<file path="config.mk">
export PLATFORM = sky130hd
export DESIGN_NAME = length_framed_packet_deframer_flat
export DESIGN_NICKNAME = d
export VERILOG_FILES = /design/src/rtl/lpfd_pkg.sv /design/src/rtl/lpfd_if.sv /design/src/rtl/lpfd_cell.sv /design/src/rtl/lpfd_chain.sv /design/src/rtl/length_framed_packet_deframer.sv /design/src/flat_wrapper.sv
export SDC_FILE = /design/constraint.sdc
export NUM_CORES = 1
export LEC_CHECK = 0
export ABC_AREA = 0
export BUFFER_PORTS_ARGS = -buffer_cell sky130_fd_sc_hd__buf_2
export CAP_MARGIN = 5
export CORE_ASPECT_RATIO = 0.75
export CORE_MARGIN = 4
export CORE_UTILIZATION = 54
export DETAILED_ROUTE_END_ITERATION = 10
export PLACE_DENSITY = 0.74
export SLEW_MARGIN = 20
export SYNTH_ARGS = -nofsm -noshare
export SYNTH_HDL_FRONTEND = slang
export SYNTH_HIERARCHICAL = 1
export SYNTH_SLANG_ARGS = --single-unit
</file>
<file path="constraint.sdc">
create_clock -name clock -period 13 [get_ports clock]
set_input_delay 1.3 -clock clock [delete_from_list [all_inputs] [get_ports clock]]
set_output_delay 1.3 -clock clock [all_outputs]
set_load 0.02 [all_outputs]
</file>
<file path="src/rtl/lpfd_pkg.sv">
// Package for the length-framed packet deframer.
// Field widths, register indexes, frame phase codes and the chain control struct.
// No dependencies.
package lpfd_pkg;

   localparam int MAX_DATA_DEF = 32;
   localparam int STORE_DEPTH  = 32;

   localparam int BYTE_W  = 8;
   localparam int LEN_W   = 6;
   localparam int IDX_W   = 5;
   localparam int CSR_A_W = 3;

   localparam logic [BYTE_W-1:0] SECOND_MASK = 8'hFE;

   localparam logic [CSR_A_W-1:0] REG_FIRST_START  = 3'd0;
   localparam logic [CSR_A_W-1:0] REG_SECOND_START = 3'd1;
   localparam logic [CSR_A_W-1:0] REG_TRAILER      = 3'd2;
   localparam logic [CSR_A_W-1:0] REG_CONFIRM_EN   = 3'd3;
   localparam logic [CSR_A_W-1:0] REG_OK_TYPE      = 3'd4;

   localparam logic [BYTE_W-1:0] FIRST_START_RST  = 8'd85;
   localparam logic [BYTE_W-1:0] SECOND_START_RST = 8'd170;
   localparam logic [BYTE_W-1:0] TRAILER_RST      = 8'd69;
   localparam logic              CONFIRM_EN_RST   = 1'b1;
   localparam logic [BYTE_W-1:0] OK_TYPE_RST      = 8'd0;

   localparam logic KIND_PAYLOAD = 1'b0;
   localparam logic KIND_CONFIRM = 1'b1;

   localparam int PH_W = 3;
   localparam logic [PH_W-1:0] PH_IDLE    = 3'd0;
   localparam logic [PH_W-1:0] PH_SECOND  = 3'd1;
   localparam logic [PH_W-1:0] PH_TYPE    = 3'd2;
   localparam logic [PH_W-1:0] PH_LENGTH  = 3'd3;
   localparam logic [PH_W-1:0] PH_DATA    = 3'd4;
   localparam logic [PH_W-1:0] PH_TRAILER = 3'd5;
   localparam logic [PH_W-1:0] PH_ALIGN   = 3'd6;
   localparam logic [PH_W-1:0] PH_EMIT    = 3'd7;

   typedef struct packed {
      logic shift;
      logic load;
   } chain_ctl_type;

endpackage

</file>
<file path="src/rtl/lpfd_if.sv">
// Handshake channels of the length-framed packet deframer: request, response, csr.
// Depends on lpfd_pkg.
interface lpfd_req_if;
   logic                       valid;
   logic                       ready;
   logic [lpfd_pkg::BYTE_W-1:0] rx_byte;
   modport source (output valid, output rx_byte, input ready);
   modport sink   (input valid, input rx_byte, output ready);
endinterface

interface lpfd_rsp_if;
   logic                        valid;
   logic                        ready;
   logic                        kind;
   logic [lpfd_pkg::BYTE_W-1:0] packet_type;
   logic [lpfd_pkg::LEN_W-1:0]  payload_length;
   logic                        ack_requested;
   logic [lpfd_pkg::IDX_W-1:0]  byte_index;
   logic [lpfd_pkg::BYTE_W-1:0] data_byte;
   logic                        last;
   modport source (output valid, output kind, output packet_type, output payload_length,
                   output ack_requested, output byte_index, output data_byte,
                   output last, input ready);
   modport sink   (input valid, input kind, input packet_type, input payload_length,
                   input ack_requested, input byte_index, input data_byte,
                   input last, output ready);
endinterface

interface lpfd_csr_if;
   logic                         valid;
   logic                         ready;
   logic [lpfd_pkg::CSR_A_W-1:0] index;
   logic [lpfd_pkg::BYTE_W-1:0]  data;
   modport source (output valid, output index, output data, input ready);
   modport sink   (input valid, input index, input data, output ready);
endinterface

</file>
<file path="src/rtl/lpfd_cell.sv">
// One payload byte cell of the store chain; loads its neighbor's byte on shift.
// Depends on lpfd_pkg.
module lpfd_cell (
   input  logic                        clock,
   input  logic                        shift,
   input  logic [lpfd_pkg::BYTE_W-1:0] din,
   output logic [lpfd_pkg::BYTE_W-1:0] dout
);
   import lpfd_pkg::*;

   logic [BYTE_W-1:0] byte_ff;
   logic [BYTE_W-1:0] byte_in;

   assign byte_in = shift ? din : byte_ff;
   assign dout    = byte_ff;

   always_ff @(posedge clock) begin
      byte_ff <= byte_in;
   end
endmodule

</file>
<file path="src/rtl/lpfd_chain.sv">
// Row of payload cells. Bytes enter at the tail and move toward the head;
// when not loading, the head byte wraps to the tail. Depends on lpfd_pkg, lpfd_cell.
module lpfd_chain #(
   parameter int DEPTH = lpfd_pkg::STORE_DEPTH
) (
   input  logic                        clock,
   input  lpfd_pkg::chain_ctl_type     ctl,
   input  logic [lpfd_pkg::BYTE_W-1:0] rx_byte,
   output logic [lpfd_pkg::BYTE_W-1:0] head
);
   import lpfd_pkg::*;

   logic [BYTE_W-1:0] link [DEPTH+1];

   assign link[DEPTH] = ctl.load ? rx_byte : link[0];
   assign head        = link[0];

   for (genvar k = 0; k < DEPTH; k++) begin : g_cell
      lpfd_cell u_cell (
         .clock (clock),
         .shift (ctl.shift),
         .din   (link[k+1]),
         .dout  (link[k])
      );
   end
endmodule

</file>
<file path="src/rtl/length_framed_packet_deframer.sv">
// Top level of the length-framed packet deframer: frame sequencer, csr bank, cell chain.
// Depends on lpfd_pkg, lpfd_if, lpfd_chain.
//
//   channel  dir  payload                                          beat taken when
//   req_ch   in   rx_byte                                          valid && ready
//   rsp_ch   out  kind, packet_type, payload_length, ack_requested,  valid && ready
//                 byte_index, data_byte, last
//   csr_ch   in   index, data                                      valid (ready tied high)
//
// Header, data and trailer bytes are each taken on a req_ch beat. After a good trailer
// on a data packet the chain rotates by min(MAX_DATA, STORE_DEPTH) - length positions
// to bring byte 0 to its head (an empty or OK packet skips that), then gives one beat
// per cycle while rsp_ch.ready is high; req_ch.ready is low during that readout.
// Synchronous reset returns the sequencer to hunting and the csr bank to defaults;
// the chain cells are not reset.
module length_framed_packet_deframer #(
   parameter int MAX_DATA = lpfd_pkg::MAX_DATA_DEF
) (
   input logic        clock,
   input logic        reset,
   lpfd_req_if.sink   req_ch,
   lpfd_rsp_if.source rsp_ch,
   lpfd_csr_if.sink   csr_ch
);
   import lpfd_pkg::*;

   localparam int LIMIT = (MAX_DATA < STORE_DEPTH) ? MAX_DATA : STORE_DEPTH;
   localparam int CW    = $clog2(LIMIT + 1);
   localparam logic [BYTE_W-1:0] LIMIT_B = BYTE_W'(LIMIT);
   localparam logic [CW-1:0]     LIMIT_C = CW'(LIMIT);

   logic [BYTE_W-1:0] first_ff, first_in;
   logic [BYTE_W-1:0] second_ff, second_in;
   logic [BYTE_W-1:0] trailer_ff, trailer_in;
   logic              confirm_ff, confirm_in;
   logic [BYTE_W-1:0] ok_type_ff, ok_type_in;

   logic [PH_W-1:0]   phase_ff, phase_in;
   logic [BYTE_W-1:0] hdr2_ff, hdr2_in;
   logic [BYTE_W-1:0] type_ff, type_in;
   logic [LEN_W-1:0]  len_ff, len_in;
   logic [CW-1:0]     rcv_ff, rcv_in;
   logic [CW-1:0]     align_ff, align_in;
   logic [IDX_W-1:0]  idx_ff, idx_in;
   logic              single_ff, single_in;
   logic              kind_ff, kind_in;

   logic              req_beat, rsp_beat, csr_beat;
   logic [CW-1:0]     rcv_next;
   logic [BYTE_W-1:0] rx;
   logic [BYTE_W-1:0] head;
   logic              last_beat;
   chain_ctl_type     ctl;

   assign rx       = req_ch.rx_byte;
   assign req_beat = req_ch.valid && req_ch.ready;
   assign rsp_beat = rsp_ch.valid && rsp_ch.ready;
   assign csr_beat = csr_ch.valid && csr_ch.ready;
   assign rcv_next = rcv_ff + CW'(1);

   assign req_ch.ready = (phase_ff != PH_ALIGN) && (phase_ff != PH_EMIT);
   assign csr_ch.ready = 1'b1;

   assign last_beat = single_ff || ((LEN_W'(idx_ff) + LEN_W'(1)) == len_ff);

   assign rsp_ch.valid          = (phase_ff == PH_EMIT);
   assign rsp_ch.kind           = kind_ff;
   assign rsp_ch.packet_type    = type_ff;
   assign rsp_ch.payload_length = len_ff;
   assign rsp_ch.ack_requested  = hdr2_ff[0];
   assign rsp_ch.byte_index     = single_ff ? '0 : idx_ff;
   assign rsp_ch.data_byte      = single_ff ? '0 : head;
   assign rsp_ch.last           = last_beat;

   // csr bank
   always_comb begin
      first_in   = first_ff;
      second_in  = second_ff;
      trailer_in = trailer_ff;
      confirm_in = confirm_ff;
      ok_type_in = ok_type_ff;
      if (csr_beat) begin
         case (csr_ch.index)
            REG_FIRST_START:  first_in   = csr_ch.data;
            REG_SECOND_START: second_in  = csr_ch.data;
            REG_TRAILER:      trailer_in = csr_ch.data;
            REG_CONFIRM_EN:   confirm_in = csr_ch.data[0];
            REG_OK_TYPE:      ok_type_in = csr_ch.data;
            default: ;
         endcase
      end
   end

   // frame sequencer
   always_comb begin
      phase_in  = phase_ff;
      hdr2_in   = hdr2_ff;
      type_in   = type_ff;
      len_in    = len_ff;
      rcv_in    = rcv_ff;
      align_in  = align_ff;
      idx_in    = idx_ff;
      single_in = single_ff;
      kind_in   = kind_ff;
      ctl.shift = 1'b0;
      ctl.load  = 1'b0;
      case (phase_ff)
         PH_SECOND: begin
            if (req_beat) begin
               hdr2_in  = rx;
               phase_in = PH_TYPE;
            end
         end
         PH_TYPE: begin
            if (req_beat) begin
               type_in  = rx;
               phase_in = PH_LENGTH;
            end
         end
         PH_LENGTH: begin
            if (req_beat) begin
               len_in = rx[LEN_W-1:0];
               rcv_in = '0;
               if (((hdr2_ff & SECOND_MASK) != second_ff) || (rx > LIMIT_B)) begin
                  phase_in = PH_IDLE;
               end else if (rx == '0) begin
                  phase_in = PH_TRAILER;
               end else begin
                  phase_in = PH_DATA;
               end
            end
         end
         PH_DATA: begin
            if (req_beat) begin
               ctl.shift = 1'b1;
               ctl.load  = 1'b1;
               rcv_in    = rcv_next;
               if (LEN_W'(rcv_next) >= len_ff) begin
                  phase_in = PH_TRAILER;
               end
            end
         end
         PH_TRAILER: begin
            if (req_beat) begin
               phase_in = PH_IDLE;
               idx_in   = '0;
               if (rx == trailer_ff) begin
                  if (confirm_ff && (type_ff == ok_type_ff)) begin
                     kind_in   = KIND_CONFIRM;
                     single_in = 1'b1;
                     phase_in  = PH_EMIT;
                  end else if (len_ff == '0) begin
                     kind_in   = KIND_PAYLOAD;
                     single_in = 1'b1;
                     phase_in  = PH_EMIT;
                  end else begin
                     kind_in   = KIND_PAYLOAD;
                     single_in = 1'b0;
                     align_in  = LIMIT_C - len_ff[CW-1:0];
                     phase_in  = (LIMIT_C == len_ff[CW-1:0]) ? PH_EMIT : PH_ALIGN;
                  end
               end
            end
         end
         PH_ALIGN: begin
            ctl.shift = 1'b1;
            align_in  = align_ff - CW'(1);
            if (align_ff == CW'(1)) begin
               phase_in = PH_EMIT;
            end
         end
         PH_EMIT: begin
            if (rsp_beat) begin
               if (last_beat) begin
                  phase_in = PH_IDLE;
               end else begin
                  ctl.shift = 1'b1;
                  idx_in    = idx_ff + IDX_W'(1);
               end
            end
         end
         default: begin
            if (req_beat) begin
               phase_in = (rx == first_ff) ? PH_SECOND : PH_IDLE;
            end
         end
      endcase
   end

   always_ff @(posedge clock) begin
      if (reset) begin
         first_ff   <= FIRST_START_RST;
         second_ff  <= SECOND_START_RST;
         trailer_ff <= TRAILER_RST;
         confirm_ff <= CONFIRM_EN_RST;
         ok_type_ff <= OK_TYPE_RST;
         phase_ff   <= PH_IDLE;
         hdr2_ff    <= '0;
         type_ff    <= '0;
         len_ff     <= '0;
         rcv_ff     <= '0;
      end else begin
         first_ff   <= first_in;
         second_ff  <= second_in;
         trailer_ff <= trailer_in;
         confirm_ff <= confirm_in;
         ok_type_ff <= ok_type_in;
         phase_ff   <= phase_in;
         hdr2_ff    <= hdr2_in;
         type_ff    <= type_in;
         len_ff     <= len_in;
         rcv_ff     <= rcv_in;
      end
   end

   always_ff @(posedge clock) begin
      align_ff  <= align_in;
      idx_ff    <= idx_in;
      single_ff <= single_in;
      kind_ff   <= kind_in;
   end

   lpfd_chain #(
      .DEPTH (LIMIT)
   ) u_chain (
      .clock   (clock),
      .ctl     (ctl),
      .rx_byte (rx),
      .head    (head)
   );
endmodule
</file>
<file path="src/flat_wrapper.sv">
// flat-port wrapper written by rule: the top's interface ports become plain ports
module length_framed_packet_deframer_flat import lpfd_pkg::*;
#(
   parameter int MAX_DATA = lpfd_pkg::MAX_DATA_DEF
)
  (clock, reset, req_ch_valid, req_ch_rx_byte, req_ch_ready, rsp_ch_valid, rsp_ch_kind, rsp_ch_packet_type, rsp_ch_payload_length, rsp_ch_ack_requested, rsp_ch_byte_index, rsp_ch_data_byte, rsp_ch_last, rsp_ch_ready, csr_ch_valid, csr_ch_index, csr_ch_data, csr_ch_ready);
  lpfd_req_if req_ch_i ();
  lpfd_rsp_if rsp_ch_i ();
  lpfd_csr_if csr_ch_i ();
  input logic clock;
  input logic reset;
  input wire logic [$bits(req_ch_i.valid)-1:0] req_ch_valid;
  input wire logic [$bits(req_ch_i.rx_byte)-1:0] req_ch_rx_byte;
  output wire logic [$bits(req_ch_i.ready)-1:0] req_ch_ready;
  output wire logic [$bits(rsp_ch_i.valid)-1:0] rsp_ch_valid;
  output wire logic [$bits(rsp_ch_i.kind)-1:0] rsp_ch_kind;
  output wire logic [$bits(rsp_ch_i.packet_type)-1:0] rsp_ch_packet_type;
  output wire logic [$bits(rsp_ch_i.payload_length)-1:0] rsp_ch_payload_length;
  output wire logic [$bits(rsp_ch_i.ack_requested)-1:0] rsp_ch_ack_requested;
  output wire logic [$bits(rsp_ch_i.byte_index)-1:0] rsp_ch_byte_index;
  output wire logic [$bits(rsp_ch_i.data_byte)-1:0] rsp_ch_data_byte;
  output wire logic [$bits(rsp_ch_i.last)-1:0] rsp_ch_last;
  input wire logic [$bits(rsp_ch_i.ready)-1:0] rsp_ch_ready;
  input wire logic [$bits(csr_ch_i.valid)-1:0] csr_ch_valid;
  input wire logic [$bits(csr_ch_i.index)-1:0] csr_ch_index;
  input wire logic [$bits(csr_ch_i.data)-1:0] csr_ch_data;
  output wire logic [$bits(csr_ch_i.ready)-1:0] csr_ch_ready;
  assign req_ch_i.valid = req_ch_valid;
  assign req_ch_i.rx_byte = req_ch_rx_byte;
  assign req_ch_ready = req_ch_i.ready;
  assign rsp_ch_valid = rsp_ch_i.valid;
  assign rsp_ch_kind = rsp_ch_i.kind;
  assign rsp_ch_packet_type = rsp_ch_i.packet_type;
  assign rsp_ch_payload_length = rsp_ch_i.payload_length;
  assign rsp_ch_ack_requested = rsp_ch_i.ack_requested;
  assign rsp_ch_byte_index = rsp_ch_i.byte_index;
  assign rsp_ch_data_byte = rsp_ch_i.data_byte;
  assign rsp_ch_last = rsp_ch_i.last;
  assign rsp_ch_i.ready = rsp_ch_ready;
  assign csr_ch_i.valid = csr_ch_valid;
  assign csr_ch_i.index = csr_ch_index;
  assign csr_ch_i.data = csr_ch_data;
  assign csr_ch_ready = csr_ch_i.ready;
  length_framed_packet_deframer #(.MAX_DATA(MAX_DATA)) u_core (.clock(clock), .reset(reset), .req_ch(req_ch_i), .rsp_ch(rsp_ch_i), .csr_ch(csr_ch_i));
endmodule
</file>
==> summary.md, run 1 <==
| Metric | Value |
|---|---|
| Commonest cells post-synth | edfxtp_1, nand2_1, dfxtp_1 |
| CP top delay family | buffers and inverters |
| Core area | between 20,000 and 25,000 µm² |
| Seq cells post-synth | 333 |
| Antenna diodes | 0 |
| Final Max Slew Viols | 0 |
| Gp weighted congestion | between 0.8 and 0.9 |
| Reg clk slew, reported paths | 70 ps |
| Pwr per Cell Area | 153.1 nW/µm² |
| # nets final | 834 |
| Internal | approximately 1.7 mW |
| Layout Skew | 10.13 ps |
| Net switching power | between 0.3 and 0.4 mW |
| Die width | 179.1 µm |
| GR Overflow Total | 0 |
| Height of the die | 136.3 µm |
| Switching portion of total power | 0.1903 |
| Cell Rows | 46 |
| Setup bufs post-CTS | 0 |
| Num CTS Buffers | 29 |
| Setup Viol. Count Final | 0 |
| GRT Resource Usage Total | 0.1690 |
| Starting density of the core | 0.5552 |
| Critical-path top delay cell | buf_4 |
| Hold Crit Class | register to register |
| Drt via density | approximately 5.4 |
| Initial antenna violation count | 0 |
| Mean Syn Cell Area | 16.24 µm² |
| Vias | 6,015 |
| Fillers | 1,502 |
| R2R Setup Slk | roughly 9200 ps |
| CP endpoint kind | register |
| Number of remaining DRC errors | 0 |
| Worst reg2reg path endpoint | u_core/u_chain/g_cell[28].u_cell/dout[6] |
| Clk_lat worst skew | 530 ps |
| Die area | 24,410 µm² |
| Worst path required time | 13,160 ps |
| RSZ-0062 raised after global routing | no |
| Post-synth EDFFs | 269 |
| Crit path buf inv count | 2 |
| Arrival time at the worst endpoint | approximately 4000 ps |
| Setup TNS | 0 ps |
| Status | complete, no violations |
| Register area share after synthesis | 0.7894 |
| Layout cells sized above 1 | 0.1512 |
| Per-cell routed wire length | 18.28 µm |
| LEAKAGE | around 4.6 nW |
| DP HPWL | 12,130 µm |
| Clock network fraction of total power | 0.423 |
| Input/output buffers | 55 |
| Synthesized instance count | 730 |
| Clk root buf | clkbuf_16 |
| HP Start | u_core/u_chain/g_cell[10].u_cell/dout[2] |
| Clock tree sinks | 333 |
| H-tree depth | 1 |
| Pre-CTS setup slack | 8566 ps |
| DR top layer | met4 |
| Total Wirelength | roughly 20,000 µm |
| # IOs | 57 |
| Largest net degree at the start of global routing | 105 |
| First-pass GRT wire length | between 30,000 and 40,000 µm |
| CTS tree | done |
| Met3 wire length | 1251 µm |
| Cell Area, Synth | 11,860 µm² |
| First drt pass iteration count | 5 |
| Vias in the first global route | 5,891 |
| Combinational share of power | 0.019 |
| Hold Crit Endpoint | u_core/u_chain/g_cell[9].u_cell/dout[2] |
| Worst path cell trace | ha_1, and3b_1, o221ai_1, o31ai_1, a41oi_2, nand2_1, o21ai_4, buf_4, buf_4 |
| Yosys synthesis warning count | 6 |
| Max Buffers Root-to-Sink | 3 |
| Post-DRT Antenna Nets | 0 |
| Asr flop ratio synth | 0 |
| Worst reg2reg startpoint | u_core/idx_ff[0] |
| Hold depth | 0 |
| Max incr delay on CP | 850 ps |
| Final min period | between 3000 and 4000 ps |
| Post-synth top area share | 0.6814 |
| CP startpoint | u_core/idx_ff[0] |
| Least-Margin Pin Slew | ~950 ps |
| Reg2reg path depth | 9 |
| Post-synth cell types | 59 |
| Final Hold Violating Endpoints | 0 |
| Hold-fix buffers, CTS | 0 |
| Final worst slack | 9163 ps |
| Top FF cell, synth | edfxtp_1 |
| Cell taking the most area after synthesis | edfxtp_1 |
| DRT iter0 DRCs | 550 |
| Synth-to-layout area growth | 12.91% |
| Relative slew margins | 0.3689 |
| Crit Path Class | register to register |
| Routed metal-1 wire length | 9461 µm |
| Critical Path Source Type | register |
| Max VDD drop | 0.00009923 V |
| Crit path top cell by count | buf_4 |
| Most common cell in the netlist | edfxtp_1 |
| FMAX | 0.2606 GHz |
| DR WL met2 | around 9000 µm |
| Crit-path max FO | 81 |
| Post-synthesis net count | 765 |
| Fin crit share | 0.2952 |
| Flop pwr share | 0.558 |
| Synth top area cells | edfxtp_1, dfxtp_1, nand2_1, xor2_1, a21oi_1 |
| Post-cts repair resize count | 0 |
| Max-cap violations | 0 |
==> metrics by stage <==
step	std cells	hold slack, ps	util	cell area (µm²)	total power, mW
2_1_floorplan	730	400.3	-	11860	1.189
3_3_place_gp	1056	400.5	0.5815	12420	1.203
3_5_place_dp	1056	404.5	0.5815	12420	1.204
4_1_cts	1108	415.8	0.6266	13380	2.070
5_1_grt	1108	413.8	0.6269	13390	2.127
6_report	1108	414.7	0.6269	13390	2.049
==> metal layers <==
metal | global-route usage | vias to the layer above
met5 | 0 | -
li1 | - | 2795
met4 | 0.05243 | 0
met2 | 0.2471 | 198
met1 | 0.2582 | 2984
met3 | 0.03447 | 38
==> cell families (layout without fill, tap and decap cells) <==
group | Yosys count | in the layout | synth area share
xor gates and xnor gates | 49 | 49 | 0.03620
and+or+nand+nor | 203 | 203 | 0.08517
buffers and inverters | 35 | 125 | 0.01404
muxes | 27 | 27 | 0.02617
DFF | 333 | 333 | 0.7894
AOI/OAI and AO/OA | 71 | 71 | 0.03705
adders and majority gates | 11 | 11 | 0.01161
other | 1 | 1 | 0.0003163
==> placed cells by master (no fill, tap or decap), types with 9 or more instances in the layout <==
cell	synthesis	routed
ha_1	11	11
nand3_1	13	13
clkbuf_16	0	29
xor2_1	28	28
nor2b_1	20	20
xnor2_1	21	21
dfxtp_1	64	64
a21oi_1	39	39
buf_2	0	54
mux2i_1	19	19
edfxtp_1	269	269
inv_1	11	11
nand3b_1	9	9
nand2_1	75	75
nor2_1	47	47
==> state kept, by name, summed over array words and instances (netlist names) <==
signal and count:
u_core/align_ff 6, u_core/confirm_ff 1, u_core/first_ff 8, u_core/hdr2_ff 8, u_core/idx_ff 5, u_core/ok_type_ff 8
u_core/phase_ff 3, u_core/rcv_ff 6, u_core/rsp_ch.kind 1, u_core/rsp_ch.packet_type 8, u_core/rsp_ch.payload_length 6, u_core/second_ff 8
u_core/single_ff 1, u_core/trailer_ff 8, u_core/u_chain/g_cell.u_cell/dout 256
==> final cells by class <==
class | instances | area, µm² | share of cell area
multi-input combinational | 362 | 2341 | 0.1749
tap | 288 | 360.3 | 0.02692
clock inverter | 20 | 225.2 | 0.01683
timing repair buffer | 58 | 304.0 | 0.02271
sequential | 333 | 9359 | 0.6992
inverter | 15 | 58.81 | 0.004393
clock buffer | 32 | 737.0 | 0.05506
==> worst reg2reg max path, stage by stage (launching register included) <==
cell	delay [ps]
edfxtp_1	490
ha_1	300
and3b_1	190
o221ai_1	200
o31ai_1	120
a41oi_2	230
nand2_1	160
o21ai_4	140
buf_4	700
buf_4	880
==> worst max path at each step <==
stage / endpoint / cells past startpoint
6_report: u_core/u_chain/g_cell[28].u_cell/dout[6] / 9
2_1_floorplan: u_core/u_chain/g_cell[0].u_cell/dout[0] / 7
3_3_place_gp: u_core/u_chain/g_cell[10].u_cell/dout[0] / 7
5_1_grt: u_core/u_chain/g_cell[25].u_cell/dout[2] / 9
3_5_place_dp: u_core/u_chain/g_cell[1].u_cell/dout[5] / 7
4_1_cts: u_core/u_chain/g_cell[3].u_cell/dout[5] / 9
==> power by group through the flow <==
stage,Clock [mW],Combinational [mW],Sequential (mW)
floorplan,0,0.0235,1.17
global placement,0,0.0366,1.17
detailed placement,0,0.0375,1.17
CTS,0.889,0.0378,1.14
global route,0.942,0.0413,1.14
finish,0.867,0.0382,1.14
No activity file was read; power rests on OpenSTA's default activity.
==> run 2: changes to the inputs <==
--- a/config.mk
+++ b/config.mk
@@ -10,9 +10,9 @@
 export CAP_MARGIN = 5
 export CORE_ASPECT_RATIO = 0.75
 export CORE_MARGIN = 4
-export CORE_UTILIZATION = 54
+export CORE_UTILIZATION = 55
 export DETAILED_ROUTE_END_ITERATION = 10
-export PLACE_DENSITY = 0.74
+export PLACE_DENSITY = 0.73
 export SLEW_MARGIN = 20
 export SYNTH_ARGS = -nofsm -noshare
 export SYNTH_HDL_FRONTEND = slang
==> constraint.sdc (replaced) <==
create_clock -name clock -period 3.9 [get_ports clock]
set_input_delay 0.39 -clock clock [delete_from_list [all_inputs] [get_ports clock]]
set_output_delay 0.39 -clock clock [all_outputs]
set_load 0.02 [all_outputs]
==> summary.md, run 2 (synthesis gave the netlist of run 1 again) <==
| Metric | Value |
|---|---|
| Relative slew margins | 0.3491 (-0.01984) |
| Pwr per Cell Area | 498.5 nW/µm² (+230%) |
| Height of the die | 135.1 µm (-0.86%) |
| Max FFs per register | 256 (unchanged) |
| Switching portion of total power | 0.1928 (+0.002442) |
| Flop pwr share | 0.569 (+0.011) |
| Critical Path End | u_core/u_chain/g_cell[16].u_cell/dout[2] |
| Layout cells sized above 1 | 0.1576 (+0.006356) |
| Crit-path max FO | 84 (+3.7%) |
| Worst reg2reg path endpoint | u_core/u_chain/g_cell[16].u_cell/dout[2] |
| Reg clk slew, reported paths | 70 ps (about the same) |
| Most common cell after layout, fill and taps aside | edfxtp_1 |
| Drt via density | 5.320 (-2.0%) |
| Clk root buf | clkbuf_16 |
| DP HPWL | 12,250 µm (+0.97%) |
| H-tree depth | 1 (unchanged) |
| Final min period | 2991 ps (-846.3 ps) |
| Fillers | 1,557 (+3.7%) |
| Final Max Slew Viols | 0 (unchanged) |
| Vias in the first global route | 5,785 (-1.8%) |
| Total design power | 6.695 mW (+230%) |
| Setup Viol. Count Final | 0 (unchanged) |
| GRT Resource Usage Total | 0.1673 (-0.001694) |
| Clk_lat worst skew | 530 ps (about the same) |
| Critical Path Source Type | register |
| Largest net degree at the start of global routing | 85 (-19%) |
| Initial antenna violation count | 0 (unchanged) |
| Register area | 9359 µm² (unchanged) |
| Crit Path Class | register to register |
| Least-Margin Pin Slew | 972.7 ps (+26.17 ps) |
| Starting density of the core | 0.5597 (+0.004526) |
| Combinational share of power | 0.019 (about the same) |
| Post-cts repair resize count | 0 (unchanged) |
| FMAX | 0.3343 GHz (+28%) |
| First drt pass iteration count | 5 (unchanged) |
| # nets final | 839 (+0.60%) |
| Number of remaining DRC errors | 0 (unchanged) |
| Net switching power | 1.291 mW (+230%) |
| Internal | 5.404 mW (+230%) |
| Vias | 5,927 (-1.5%) |
| Most frequent cells in the layout | edfxtp_1, nand2_1, dfxtp_1 |
| Fin crit share | 0.7670 (+0.4718) |
| Hold_ws | 146.9 ps (-267.7 ps) |
| CP endpoint kind | register |
| Post-DRT Antenna Nets | 0 (unchanged) |
| Cell Rows | 46 (unchanged) |
| Clock tree sinks | 333 (unchanged) |
| Final Hold Violating Endpoints | 0 (unchanged) |
| Clock network fraction of total power | 0.411 (-0.012) |
| Num CTS Buffers | 29 (unchanged) |
| # IOs | 57 (unchanged) |
| Total Wirelength | 19,840 µm (-2.1%) |
| Die area | 23,990 µm² (-1.7%) |
| Hold Crit Class | input pin to register |
| Area of the multi-input gates | 2346 µm² (+0.21%) |
| Per-cell routed wire length | 17.81 µm (-2.6%) |
| Status | complete, no violations |
| Max Buffers Root-to-Sink | 3 (unchanged) |
| Input/output buffers | 55 (unchanged) |
| DRT iter0 DRCs | 502 (-8.7%) |
| Max-cap violations | 0 (unchanged) |
| Die width | 177.5 µm (-0.87%) |
| Arrival time at the worst endpoint | 3170 ps (-820 ps) |
| R2R Setup Slk | 910 ps (-8250 ps) |
| Gp weighted congestion | 0.8950 (+7.6%) |
| Layout Skew | 11.99 ps (+1.853 ps) |
| Worst path required time | 4080 ps (-9080 ps) |
| GR Overflow Total | 0 (unchanged) |
| CP startpoint | u_core/idx_ff[0] |
| HP Start | csr_ch_data[7] |
| Setup bufs post-CTS | 0 (unchanged) |
| Max VDD drop | 0.0003323 V (+230%) |
| Core area | 21,180 µm² (-0.81%) |
| Reg2reg path depth | 8 (-1) |
| LEAKAGE | 4.642 nW (+0.36%) |
| RSZ-0062 raised after global routing | no |
| Hold-fix buffers, CTS | 0 (unchanged) |
| Worst reg2reg startpoint | u_core/idx_ff[0] |
| First-pass GRT wire length | 31,560 µm (-2.3%) |
| Synth-to-layout area growth | 13.28% |
| CTS tree | done |
[run 2: cell types whose count changed in the layout (fill, tap and decap cells not counted), sizes merged]
cell / before / now
buf: 58 / 63
bufinv: 5 / 3
clkinv: 10 / 12
clkbuf: 32 / 33
clkinvlp: 4 / 3
diode: 0 / 1
[run 2: power by group through the flow]
stage | combinational (mW) | sequential, mW | clock (mW)
floorplan | 0.0784 | 3.89 | 0
global placement | 0.124 | 3.89 | 0
detailed placement | 0.128 | 3.89 | 0
CTS | 0.128 | 3.81 | 2.83
global route | 0.140 | 3.81 | 2.97
finish | 0.130 | 3.81 | 2.75
[run 2: critical path, stage by stage, from the launching register on]
cell      delay [ps]
edfxtp_1         500
ha_2             250
and3b_1          180
o221ai_1         170
o31ai_1          110
a41oi_2          270
nand2_2          130
o21ai_4          560
buf_12           430
[run 2: metal layers]
layer | track usage | wire length (µm) | share of wire
met1 | 0.2693 | 9707 | 0.49
met3 | 0.02651 | 1124 | 0.057
met4 | 0.04465 | 464 | 0.023
met5 | 0 | 0 | 0
met2 | 0.2404 | 8542 | 0.43
[run 2: worst min path at each step]
stage                                                    end  slack, ps  depth (start not counted)
global placement     u_core/u_chain/g_cell[6].u_cell/dout[2]        400                          0
global route                             u_core/second_ff[7]        140                          2
detailed placement  u_core/u_chain/g_cell[12].u_cell/dout[0]        400                          0
CTS                                      u_core/second_ff[7]        120                          2
floorplan            u_core/u_chain/g_cell[0].u_cell/dout[0]        400                          0
finish                                   u_core/second_ff[7]        150                          2
[run 2: area by class of cell]
| class | count | area share |
|---|---|---|
| Multi-Input combinational cell | 362 | 0.1747 |
| Antenna cell | 1 | 0.0001863 |
| Inverter | 15 | 0.004379 |
| Timing Repair Buffer | 63 | 0.02870 |
| Clock buffer | 33 | 0.05516 |
| Tap cell | 288 | 0.02683 |
| Sequential cell | 333 | 0.6969 |
| Clock inverter | 19 | 0.01314 |
[run 2: through the flow]
| step | cells | TNS, ps | area, µm² | setup WS (ps) | util |
|---|---|---|---|---|---|
| final | 1114 | 0 | 13430 | 908.8 | 0.6340 |
| after global routing | 1113 | 0 | 13430 | 732.7 | 0.6339 |
| after CTS | 1113 | 0 | 13430 | 918.0 | 0.6339 |
| after detailed placement | 1061 | 0 | 12510 | 922.1 | 0.5906 |
| after global placement | 1061 | 0 | 12510 | 1044 | 0.5906 |
| after floorplan | 730 | -544670 | 11870 | -2128 | - |
